===== config.mk =====
export PLATFORM = sky130hd
export DESIGN_NAME = cmac_ctrl
export DESIGN_NICKNAME = d
export VERILOG_FILES = /design/src/rtl/cmac_pkg.sv /design/src/rtl/cmac_ctrl.sv
export SDC_FILE = /design/constraint.sdc
export NUM_CORES = 1
export LEC_CHECK = 0
export BUFFER_PORTS_ARGS = -buffer_cell sky130_fd_sc_hd__buf_2
export CAP_MARGIN = 30
export CORE_ASPECT_RATIO = 2
export CORE_UTILIZATION = 30
export CTS_CLUSTER_SIZE = 10
export DETAILED_ROUTE_END_ITERATION = 10
export SETUP_SLACK_MARGIN = 0.02
export SLEW_MARGIN = 20
export SYNTH_ARGS = -nofsm -noshare
export SYNTH_HDL_FRONTEND = slang
export SYNTH_SLANG_ARGS = --single-unit

===== constraint.sdc =====
create_clock -name clock -period 2.5 [get_ports clock]
set_clock_uncertainty 0.1 [all_clocks]
set_input_delay 0.5 -clock clock [delete_from_list [all_inputs] [get_ports clock]]
set_output_delay 0.5 -clock clock [all_outputs]
set_load 0.005 [all_outputs]

===== src/rtl/cmac_pkg.sv =====
// shared types, constants and functions for the aes cmac tag engine
// aes round, s-box table and cmac subkey doubling; no dependencies
package cmac_pkg;

   localparam int unsigned BLOCK_BYTES = 16;
   localparam logic [7:0]  CMAC_RB     = 8'h87;
   localparam logic [7:0]  CMAC_PAD    = 8'h80;

   localparam logic [1:0] OP_START  = 2'd0;
   localparam logic [1:0] OP_UPDATE = 2'd1;
   localparam logic [1:0] OP_FINISH = 2'd2;
   localparam logic [1:0] OP_NONE   = 2'd3;

   localparam logic [1:0] MODE_128 = 2'd0;
   localparam logic [1:0] MODE_192 = 2'd1;
   localparam logic [1:0] MODE_256 = 2'd2;

   localparam logic [2:0] CSR_KEY0 = 3'd0;
   localparam logic [2:0] CSR_KEY1 = 3'd1;
   localparam logic [2:0] CSR_KEY2 = 3'd2;
   localparam logic [2:0] CSR_KEY3 = 3'd3;
   localparam logic [2:0] CSR_MODE = 3'd4;

   localparam logic [4:0] FULL_COUNT = 5'd16;

   typedef struct packed {
      logic       start_load;
      logic       upd_load;
      logic       fin_load;
      logic       kexp_step;
      logic       kexp_first;
      logic       kexp_rot;
      logic       kexp_sub;
      logic [5:0] kexp_idx;
      logic       rnd_step;
      logic [3:0] rnd_idx;
      logic       rnd_last;
      logic       subkey_load;
      logic       tag_load;
   } cmd_type;

   typedef struct packed {
      logic [1:0] mode;
      logic       out_busy;
   } status_type;

   localparam logic [7:0] SBOX [256] = '{
      8'h63,8'h7c,8'h77,8'h7b,8'hf2,8'h6b,8'h6f,8'hc5,8'h30,8'h01,8'h67,8'h2b,8'hfe,8'hd7,8'hab,8'h76,
      8'hca,8'h82,8'hc9,8'h7d,8'hfa,8'h59,8'h47,8'hf0,8'had,8'hd4,8'ha2,8'haf,8'h9c,8'ha4,8'h72,8'hc0,
      8'hb7,8'hfd,8'h93,8'h26,8'h36,8'h3f,8'hf7,8'hcc,8'h34,8'ha5,8'he5,8'hf1,8'h71,8'hd8,8'h31,8'h15,
      8'h04,8'hc7,8'h23,8'hc3,8'h18,8'h96,8'h05,8'h9a,8'h07,8'h12,8'h80,8'he2,8'heb,8'h27,8'hb2,8'h75,
      8'h09,8'h83,8'h2c,8'h1a,8'h1b,8'h6e,8'h5a,8'ha0,8'h52,8'h3b,8'hd6,8'hb3,8'h29,8'he3,8'h2f,8'h84,
      8'h53,8'hd1,8'h00,8'hed,8'h20,8'hfc,8'hb1,8'h5b,8'h6a,8'hcb,8'hbe,8'h39,8'h4a,8'h4c,8'h58,8'hcf,
      8'hd0,8'hef,8'haa,8'hfb,8'h43,8'h4d,8'h33,8'h85,8'h45,8'hf9,8'h02,8'h7f,8'h50,8'h3c,8'h9f,8'ha8,
      8'h51,8'ha3,8'h40,8'h8f,8'h92,8'h9d,8'h38,8'hf5,8'hbc,8'hb6,8'hda,8'h21,8'h10,8'hff,8'hf3,8'hd2,
      8'hcd,8'h0c,8'h13,8'hec,8'h5f,8'h97,8'h44,8'h17,8'hc4,8'ha7,8'h7e,8'h3d,8'h64,8'h5d,8'h19,8'h73,
      8'h60,8'h81,8'h4f,8'hdc,8'h22,8'h2a,8'h90,8'h88,8'h46,8'hee,8'hb8,8'h14,8'hde,8'h5e,8'h0b,8'hdb,
      8'he0,8'h32,8'h3a,8'h0a,8'h49,8'h06,8'h24,8'h5c,8'hc2,8'hd3,8'hac,8'h62,8'h91,8'h95,8'he4,8'h79,
      8'he7,8'hc8,8'h37,8'h6d,8'h8d,8'hd5,8'h4e,8'ha9,8'h6c,8'h56,8'hf4,8'hea,8'h65,8'h7a,8'hae,8'h08,
      8'hba,8'h78,8'h25,8'h2e,8'h1c,8'ha6,8'hb4,8'hc6,8'he8,8'hdd,8'h74,8'h1f,8'h4b,8'hbd,8'h8b,8'h8a,
      8'h70,8'h3e,8'hb5,8'h66,8'h48,8'h03,8'hf6,8'h0e,8'h61,8'h35,8'h57,8'hb9,8'h86,8'hc1,8'h1d,8'h9e,
      8'he1,8'hf8,8'h98,8'h11,8'h69,8'hd9,8'h8e,8'h94,8'h9b,8'h1e,8'h87,8'he9,8'hce,8'h55,8'h28,8'hdf,
      8'h8c,8'ha1,8'h89,8'h0d,8'hbf,8'he6,8'h42,8'h68,8'h41,8'h99,8'h2d,8'h0f,8'hb0,8'h54,8'hbb,8'h16
   };

   function automatic logic [7:0] xtime(input logic [7:0] a);
      xtime = {a[6:0], 1'b0} ^ (a[7] ? 8'h1b : 8'h00);
   endfunction

   // one cipher round: sub bytes, shift rows, mix columns unless last, add round key
   function automatic logic [127:0] aes_round(input logic [127:0] s, input logic [127:0] rk,
                                              input logic last);
      logic [7:0]   t [16];
      logic [7:0]   a0, a1, a2, a3, all;
      logic [127:0] r;
      int           src;
      for (int c = 0; c < 4; c++) begin
         for (int w = 0; w < 4; w++) begin
            src = w + 4 * ((c + w) & 3);
            t[w + 4 * c] = SBOX[s[127 - 8 * src -: 8]];
         end
      end
      if (!last) begin
         for (int c = 0; c < 4; c++) begin
            a0 = t[4 * c];
            a1 = t[4 * c + 1];
            a2 = t[4 * c + 2];
            a3 = t[4 * c + 3];
            all = a0 ^ a1 ^ a2 ^ a3;
            t[4 * c]     = a0 ^ all ^ xtime(a0 ^ a1);
            t[4 * c + 1] = a1 ^ all ^ xtime(a1 ^ a2);
            t[4 * c + 2] = a2 ^ all ^ xtime(a2 ^ a3);
            t[4 * c + 3] = a3 ^ all ^ xtime(a3 ^ a0);
         end
      end
      for (int b = 0; b < 16; b++) begin
         r[127 - 8 * b -: 8] = t[b];
      end
      aes_round = r ^ rk;
   endfunction

   function automatic logic [127:0] dbl_block(input logic [127:0] v);
      dbl_block = {v[126:0], 1'b0} ^ {120'd0, (v[127] ? CMAC_RB : 8'h00)};
   endfunction

endpackage


===== src/rtl/cmac_ctrl.sv =====
// controller for the aes cmac tag engine: sequences key expansion and rounds
// depends on cmac_pkg; drives cmac_dp through cmd_type, reads status_type
module cmac_ctrl
   import cmac_pkg::*;
(
   input  logic       clock,
   input  logic       reset,
   input  logic       req_valid,
   output logic       req_stall,
   input  logic [1:0] req_op,
   input  logic [4:0] req_byte_count,
   input  status_type status,
   output cmd_type    cmd
);

   localparam logic [1:0] S_IDLE = 2'd0;
   localparam logic [1:0] S_KEXP = 2'd1;
   localparam logic [1:0] S_ENC  = 2'd2;
   localparam logic [1:0] S_FIN  = 2'd3;

   logic [1:0] state_ff, state_in;
   logic [5:0] widx_ff, widx_in;
   logic [2:0] kmod_ff, kmod_in;
   logic [3:0] rnd_ff, rnd_in;
   logic [1:0] op_ff, op_in;

   logic [3:0] nk;
   logic [3:0] nr;
   logic [5:0] total;
   logic       accept;
   logic       first;

   always_comb begin
      case (status.mode)
         MODE_192: nk = 4'd6;
         MODE_256: nk = 4'd8;
         default:  nk = 4'd4;
      endcase
   end

   assign nr        = nk + 4'd6;
   assign total     = {nr + 4'd1, 2'b00};
   assign req_stall = (state_ff != S_IDLE);
   assign accept    = req_valid && (state_ff == S_IDLE);
   assign first     = (widx_ff < {2'b00, nk});

   always_comb begin
      state_in = state_ff;
      widx_in  = widx_ff;
      kmod_in  = kmod_ff;
      rnd_in   = rnd_ff;
      op_in    = op_ff;
      cmd      = '0;
      cmd.kexp_idx   = widx_ff;
      cmd.kexp_first = first;
      cmd.kexp_rot   = !first && (kmod_ff == 3'd0);
      cmd.kexp_sub   = !first && (nk == 4'd8) && (kmod_ff == 3'd4);
      cmd.rnd_idx    = rnd_ff;
      cmd.rnd_last   = (rnd_ff == nr);
      case (state_ff)
         S_IDLE: begin
            if (accept) begin
               rnd_in = 4'd0;
               op_in  = req_op;
               case (req_op)
                  OP_START: begin
                     cmd.start_load = 1'b1;
                     widx_in  = 6'd0;
                     kmod_in  = 3'd0;
                     state_in = S_KEXP;
                  end
                  OP_UPDATE: begin
                     cmd.upd_load = 1'b1;
                     state_in = S_ENC;
                  end
                  OP_FINISH: begin
                     if (req_byte_count <= FULL_COUNT) begin
                        cmd.fin_load = 1'b1;
                        state_in = S_ENC;
                     end
                  end
                  default: begin
                  end
               endcase
            end
         end
         S_KEXP: begin
            cmd.kexp_step = 1'b1;
            widx_in = widx_ff + 6'd1;
            kmod_in = (kmod_ff == nk[2:0] - 3'd1) ? 3'd0 : kmod_ff + 3'd1;
            if (widx_ff == total - 6'd1) begin
               state_in = (op_ff == OP_START) ? S_ENC : S_IDLE;
            end
         end
         S_ENC: begin
            cmd.rnd_step = 1'b1;
            rnd_in = rnd_ff + 4'd1;
            if (rnd_ff == nr) begin
               state_in = S_FIN;
            end
         end
         S_FIN: begin
            case (op_ff)
               OP_START: begin
                  cmd.subkey_load = 1'b1;
                  state_in = S_IDLE;
               end
               OP_FINISH: begin
                  if (!status.out_busy) begin
                     cmd.tag_load = 1'b1;
                     state_in = S_IDLE;
                  end
               end
               default: state_in = S_IDLE;
            endcase
         end
         default: state_in = S_IDLE;
      endcase
   end

   // reset runs one expansion of the all-zero key
   always_ff @(posedge clock) begin
      if (reset) begin
         state_ff <= S_KEXP;
         widx_ff  <= 6'd0;
         kmod_ff  <= 3'd0;
         rnd_ff   <= 4'd0;
         op_ff    <= OP_NONE;
      end else begin
         state_ff <= state_in;
         widx_ff  <= widx_in;
         kmod_ff  <= kmod_in;
         rnd_ff   <= rnd_in;
         op_ff    <= op_in;
      end
   end

`ifndef SYNTH
   a_tag_free: assert property (@(posedge clock) disable iff (reset)
      cmd.tag_load |-> !status.out_busy) else $error("tag loaded over pending word");
   a_last_round: assert property (@(posedge clock) disable iff (reset)
      (state_ff == S_ENC && cmd.rnd_last) |=> state_ff == S_FIN)
      else $error("last round not followed by finish state");
   a_widx_range: assert property (@(posedge clock) disable iff (reset)
      (state_ff == S_KEXP) |-> (widx_ff < total)) else $error("key word index overrun");
   a_one_load: assert property (@(posedge clock) disable iff (reset)
      $onehot0({cmd.start_load, cmd.upd_load, cmd.fin_load, cmd.rnd_step,
                cmd.subkey_load, cmd.kexp_step})) else $error("conflicting datapath commands");
`endif

endmodule


==> results of run 1 <==
-- cells in the final DEF, fill, tap and decap left out, types with 2 or more instances in the layout --
master | netlist | final
a211o_1 | 2 | 2
a211oi_1 | 2 | 2
a21oi_1 | 5 | 5
and2_1 | 2 | 2
and3_1 | 2 | 2
buf_2 | 1 | 32
buf_4 | 1 | 12
clkbuf_8 | 0 | 3
dfxtp_1 | 17 | 17
ha_1 | 12 | 8
ha_4 | 0 | 4
inv_1 | 11 | 9
nand2_1 | 6 | 6
nand4_1 | 2 | 2
nor2_1 | 14 | 14
nor2b_1 | 5 | 5
nor3_1 | 4 | 4
nor3b_1 | 7 | 6
nor4_1 | 2 | 2
o21ai_0 | 3 | 3
xnor2_1 | 6 | 6
xor2_1 | 6 | 6
-- layer usage --
layer	up-vias	global-route usage	share of wire
li1	555	-	-
met1	518	0.166	0.37
met2	24	0.265	0.57
met3	6	0.0141	0.032
met4	0	0.0637	0.024
met5	-	0	0
-- final cells by class --
class	instances	share of cell area
repair buffers	46	0.176
multi-input cells	100	0.511
inverters	11	0.0279
clock buffers	4	0.0287
flip-flops and latches	17	0.217
well taps	49	0.0391
-- flip-flops by register name, indices dropped and copies added (netlist names) --
| register | flops |
|---|---|
| rnd_ff | 4 |
| op_ff | 2 |
| widx_ff | 6 |
| kmod_ff | 3 |
| state_ff | 2 |
-- cell usage after synthesis, types with 2 or more instances --
| cell type | n | area, um^2 |
|---|---|---|
| a211o_1 | 2 | 17.5 |
| a211oi_1 | 2 | 15.0 |
| a21oi_1 | 5 | 25.0 |
| and2_1 | 2 | 12.5 |
| and3_1 | 2 | 12.5 |
| clkbuf_1 | 5 | 18.8 |
| dfxtp_1 | 17 | 340 |
| ha_1 | 12 | 150 |
| inv_1 | 11 | 41.3 |
| nand2_1 | 6 | 22.5 |
| nand4_1 | 2 | 12.5 |
| nor2_1 | 14 | 52.6 |
| nor2b_1 | 5 | 31.3 |
| nor3_1 | 4 | 20.0 |
| nor3b_1 | 7 | 52.6 |
| nor4_1 | 2 | 12.5 |
| o21ai_0 | 3 | 15.0 |
| xnor2_1 | 6 | 52.6 |
| xor2_1 | 6 | 52.6 |
-- logic make-up after synthesis --
logic type               count (synthesis)  share of synthesized area
AND/OR/NAND/NOR                         53                      0.259
adder cells (fa/ha/maj)                 12                      0.130
AO/OA/AOI/OAI                           22                      0.156
flip-flops                              17                      0.294
buffers and inverters                   18                     0.0626
XOR/XNOR                                12                     0.0907
multiplexers                             1                    0.00864
-- critical path: stages --
cell	delay, ns
buf_8	0.08
inv_4	0.03
ha_4	0.15
ha_4	0.22
a21o_1	0.20
a2111oi_4	0.31
and4b_2	0.26
buf_2	0.12
-- metrics by stage --
stage	setup WS, ns	util	instances	area (um^2)
final	0.0176	0.430	227	1570
after detailed placement	-0.161	0.393	221	1430
after floorplan	0.0996	-	135	1160
after global routing	-0.0369	0.430	227	1570
after global placement	-0.105	0.393	221	1430
after CTS	0.00803	0.428	227	1560
-- path summary, 6_finish.rpt --
kind / cells past startpoint / to
worst min register to register: 1 / kmod_ff[0]
worst max-delay path: 8 / cmd[14]
worst max register to register: 5 / kmod_ff[2]
worst min-delay path: 2 / op_ff[1]
-- power groups by stage --
stage	sequential [mW]	combinational, mW	clock, mW
global placement	0.296	0.100	0
detailed placement	0.296	0.105	0
finish	0.290	0.116	0.200
floorplan	0.295	0.0636	0
CTS	0.290	0.115	0.206
global route	0.292	0.130	0.218
-- what timing repair did --
item                       CTS  global route
resized for setup           12             2
buffers inserted             2             0
setup endpoints to repair    3             2
pin swaps                    5             1
==> summary.md, run 1 <==
| Metric | Value |
|---|---|
| Clock share of power | 0.331 |
| Gr usage total | 0.149 |
| Outcome | finished clean |
| Final global-route overflow total | 0 |
| Worst r2r src | state_ff[1] |
| Final setup fails | 0 |
| RSZ-0062 raised after global routing | true |
| Nets | 204 |
| Vias in the first global route | 1042 |
| Yosys reg bits | 17 |
| Cell Int Power | 0.455 mW |
| Sw Share | 0.249 |
| Chip Width | 45.9 um |
| Initial antenna violation count | 0 |
| Slew margin rel. | 0.715 |
| Hold Fails Final Rpt | 0 |
| Synth Area per Inst | 8.58 um^2 |
| Hold slack | 0.388 ns |
| Reg2Reg Setup Slack | 0.83 ns |
| Final min period | 2.48 ns |
| DIE AREA | 4130 um^2 |
| Synth-to-Final Area Change | 35.3% |
| Synthesized cell area | 1160 um^2 |
| Critical Path AT | 1.88 ns |
| Worst hold path type | primary input to flop |
| Hold buffers post-CTS | 0 |
| Worst hold start | req_op[1] |
| Drt wl/cell | 12.5 um |
| Total power | 0.606 mW |
| Max Clk Rate | 403 MHz |
| Initial Utilization | 0.318 |
| Final HPWL DP | 2260 um |
| Number of synthesized flops with an enable pin | 0 |
| Clock-pin slew on the worst setup and hold paths | 0.06 ns |
| CP startpoint | status[1] |
| Startpoint Class | primary input |
| Core area | 3650 um^2 |
| Ys flop type | dfxtp_1 |
| Slew @ Worst Pin | 0.427 ns |
| Core Rows | 31 |
| Synth async-reset ratio | 0 |
| Max-slew violations | 0 |
| CTS H-tree lvls | 1 |
| Combinational fraction of design power | 0.191 |
| Flop pwr share | 0.479 |
| Layout cells sized above 1 | 0.331 |
| TritonCTS Sinks | 17 |
| Root Buffer | clkbuf_8 |
| Max-cap viol count | 0 |
| Synthesized net count | 160 |
| Die Y | 89.9 um |
| Setup TNS Final | 0 ns |
| Tcrit/Tclk final | 0.993 |
| Yosys cell types | 41 |
| Vias/cell | 4.86 |
| First-pass GRT wire length | 4700 um |
| TritonCTS clock tree | yes |
| Sequential share of the synthesized area | 0.294 |
| Sw Pwr | 0.151 mW |
| Seq. cell area | 340 um^2 |
| Worst EP required | 1.90 ns |
| Worst skew pair latency | 0.24 ns |
| DRC | 0 |
| DR iter-0 viols | 13 |
| Num CTS Buffers | 3 |
| Worst Setup End Kind | output pin |
| Clock Path Buffers | 2 |
| Ports | 35 |
| Fill cell count | 402 |
| Peak VDD IR | 0.000289 V |
| WS Path Type | primary input to output pin |
| Syn Inst Count | 135 |
| Largest net degree at the start of global routing | 18 |
| # diodes | 0 |
| Total Wirelength | 2840 um |
| Leakage | 0.732 nW |
| Port Buf Inserts | 34 |
| RePlAce Congestion | 0.740 |
| Critical Path Fanout Max | 2 |
| Footprint of the multi-input gates | 801 um^2 |
| Pre-Repair DR Iteration Count | 4 |
| Yosys warns | 0 |
| Vias post-DR | 1103 |
| Post-route ant nets | 0 |
| Pwr Density | 387 nW/um^2 |
Note: power is estimated with default switching activity, not from simulation.
==> run 2, diff against run 1 <==
--- a/config.mk
+++ b/config.mk
@@ -8,6 +8,7 @@
 export BUFFER_PORTS_ARGS = -buffer_cell sky130_fd_sc_hd__buf_2
 export CAP_MARGIN = 30
 export CORE_ASPECT_RATIO = 2
+export CORE_MARGIN = 8
 export CORE_UTILIZATION = 30
 export CTS_CLUSTER_SIZE = 10
 export DETAILED_ROUTE_END_ITERATION = 10
==> constraint.sdc (replaced) <==
create_clock -name clock -period 2.9 [get_ports clock]
set_clock_uncertainty 0.1 [all_clocks]
set_input_delay 0.58 -clock clock [delete_from_list [all_inputs] [get_ports clock]]
set_output_delay 0.58 -clock clock [all_outputs]
set_load 0.005 [all_outputs]
==> run 2 against run 1 <==
Net effect:
- core utilization fell by 5.2 points
- wire length decreased by 1.4%
- largest power group unchanged
- via count decreased by 3.6%
- critical path depth stayed put
- register-to-register slack improved by 0.26 ns
- sequential power is 13% lower
- clock-buffer cell count unchanged
- die area grew 51%
==> summary.md, run 2 (synthesis gave the netlist of run 1 again) <==
| Metric | Value |
|---|---|
| Num CTS Buffers | 3 (unchanged) |
| Nets | 194 (was 204) |
| Worst hold stages | 1 (was 2) |
| Chip Width | 59.9 um (was 45.9 um) |
| Final HPWL DP | 2240 um (was 2260 um) |
| Reg2reg path depth | 4 (was 5) |
| Commonest non-fill, non-tap cell in the layout | buf_2 (unchanged) |
| Slew margin rel. | 0.637 (was 0.715) |
| Core Rows | 32 (was 31) |
| Port Buf Inserts | 34 (unchanged) |
| Vias in the first global route | 1105 (was 1042) |
| DR iter-0 viols | 14 (was 13) |
| Total placed cells including tap cells | 215 (was 221) |
| Worst Hold Path EP | kmod_ff[0] (was op_ff[1]) |
| Critical Path Fanout Max | 3 (was 2) |
| Max Clk Rate | 363 MHz |
| Drt wl/cell | 12.8 um (was 12.5 um) |
| Post-route cell area | 1420 um^2 (was 1570 um^2) |
| Initial Utilization | 0.308 (was 0.318) |
| Largest net degree at the start of global routing | 18 (unchanged) |
| Worst hold start | kmod_ff[0] (was req_op[1]) |
| DRC | 0 (unchanged) |
| RSZ-0062 raised after global routing | false (was true) |
| DIE AREA | 6230 um^2 (was 4130 um^2) |
| Reg2Reg Setup Slack | 1.09 ns (was 0.83 ns) |
| Setup TNS Final | 0 ns (unchanged) |
| Post-CTS resize count | 0 (was 12) |
| Flop pwr share | 0.497 (was 0.479) |
| TritonCTS Sinks | 17 (unchanged) |
| Pwr Density | 356 nW/um^2 (was 387 nW/um^2) |
| Cell Int Power | 0.379 mW (was 0.455 mW) |
| Wl on met1 | 1210 um (was 1060 um) |
| Outcome | finished clean (unchanged) |
| Hold Fails Final Rpt | 0 (unchanged) |
| Top reg by flops | widx_ff (unchanged) |
| Top sig layer | met4 (unchanged) |
| Combinational fraction of design power | 0.155 (was 0.191) |
| Final setup fails | 0 (unchanged) |
| Clock-pin slew on the worst setup and hold paths | 0.07 ns (was 0.06 ns) |
| TritonCTS clock tree | yes (unchanged) |
| Post-CTS Setup Bufs | 0 (was 2) |
| Startpoint Class | primary input (unchanged) |
| WS Path Type | primary input to output pin (unchanged) |
| Clock Path Buffers | 2 (unchanged) |
| Final min period | 2.76 ns |
| Hold buffers post-CTS | 0 (unchanged) |
| Synth-to-Final Area Change | 22.7% (was 35.3%) |
| RR Endpoint | kmod_ff[2] (unchanged) |
| CTS H-tree lvls | 1 (unchanged) |
| Slew @ Worst Pin | 0.544 ns (was 0.427 ns) |
| Layout cells sized above 1 | 0.250 (was 0.331) |
| Worst EP required | 2.22 ns (was 1.90 ns) |
| Pre-Repair DR Iteration Count | 4 (unchanged) |
| Met2 wire length | 1300 um (was 1620 um) |
| Vias post-DR | 1063 (was 1103) |
| Peak VDD IR | 0.000238 V (was 0.000289 V) |
| RePlAce Congestion | 0.725 (was 0.740) |
| Tcrit/Tclk final | 0.951 |
| Critical Path AT | 2.08 ns (was 1.88 ns) |
| Sw Share | 0.250 (was 0.249) |
| Clock share of power | 0.349 (was 0.331) |
| Gr usage total | 0.0954 (was 0.149) |
| Ports | 35 (unchanged) |
| Vias/cell | 4.85 (was 4.86) |
| # diodes | 0 (unchanged) |
| Max-cap viol count | 0 (unchanged) |
| Worst Setup End Kind | output pin (unchanged) |
| Post-Layout Cell Count | 219 (was 227) |
| Final global-route overflow total | 0 (unchanged) |
| Worst r2r src | state_ff[1] (unchanged) |
| Leakage | 0.678 nW (was 0.732 nW) |
| Sw Pwr | 0.127 mW (was 0.151 mW) |
| Post-route ant nets | 0 (unchanged) |
| Largest registers | widx_ff x6, rnd_ff x4, kmod_ff x3 (unchanged) |
| Most frequent cells in the layout | buf_2, dfxtp_1, nor2_1, ha_1, inv_1 (was buf_2, dfxtp_1, nor2_1, buf_4, inv_1) |
| Max FFs per register | 6 (unchanged) |
| Initial antenna violation count | 0 (unchanged) |
| Root Buffer | clkbuf_8 (unchanged) |
| Die Y | 104 um (was 89.9 um) |
| Worst skew pair latency | 0.25 ns (was 0.24 ns) |
| Core area | 3760 um^2 (was 3650 um^2) |
| Worst hold path type | flop to flop (was primary input to flop) |
| Total Wirelength | 2790 um (was 2840 um) |
| DP Area | 1380 um^2 (was 1430 um^2) |
| First-pass GRT wire length | 4870 um (was 4700 um) |
| Metal3 WL | 274 um (was 92 um) |
| Max-slew violations | 0 (unchanged) |
==> run 2: final cells by class <==
cell class / count / area [um^2]
fill: 441 / 2340
multi-input combinational: 100 / 746
sequential: 17 / 340
timing repair buffer: 36 / 185
tap: 51 / 63.8
clock buffer: 4 / 45.0
inverter: 11 / 41.3
==> run 2: layer usage <==
metal	global-route usage	vias up
met1	0.114	491
met3	0.0384	2
met2	0.151	30
met5	0	-
li1	-	540
met4	0.0258	0
==> run 2: stage by stage <==
stage	utilization	power [mW]	hold WS, ns	setup slack (ns)
5_1_grt	0.378	0.534	0.459	0.0331
6_report	0.378	0.506	0.423	0.142
2_1_floorplan	-	0.309	0.366	0.340
3_3_place_gp	0.366	0.334	0.399	0.110
3_5_place_dp	0.366	0.336	0.418	0.0885
4_1_cts	0.378	0.517	0.429	0.0880
==> run 2: worst max-delay path, stage by stage <==
cell and delay [ns]:
buf_2 0.09, inv_1 0.05, ha_1 0.21, ha_1 0.27, a21o_1 0.18, a2111oi_4 0.31, and4b_2 0.26, buf_2 0.12
==> run 2: how the worst max path moves through the flow <==
stage,from,end,slack (ns),depth (start not counted)
floorplan,status[1],cmd[14],0.34,6
global placement,status[1],cmd[14],0.11,8
detailed placement,status[1],cmd[14],0.09,8
CTS,status[1],cmd[14],0.09,8
global route,status[1],cmd[14],0.03,8
finish,status[1],cmd[14],0.14,8
==> run 2: power by group through the flow <==
stage          Sequential, mW  Combinational [mW]  Clock, mW
5_1_grt                 0.253              0.0906      0.191
3_3_place_gp            0.256              0.0780          0
4_1_cts                 0.251              0.0799      0.185
2_1_floorplan           0.254              0.0548          0
3_5_place_dp            0.257              0.0794          0
6_report                0.251              0.0781      0.176
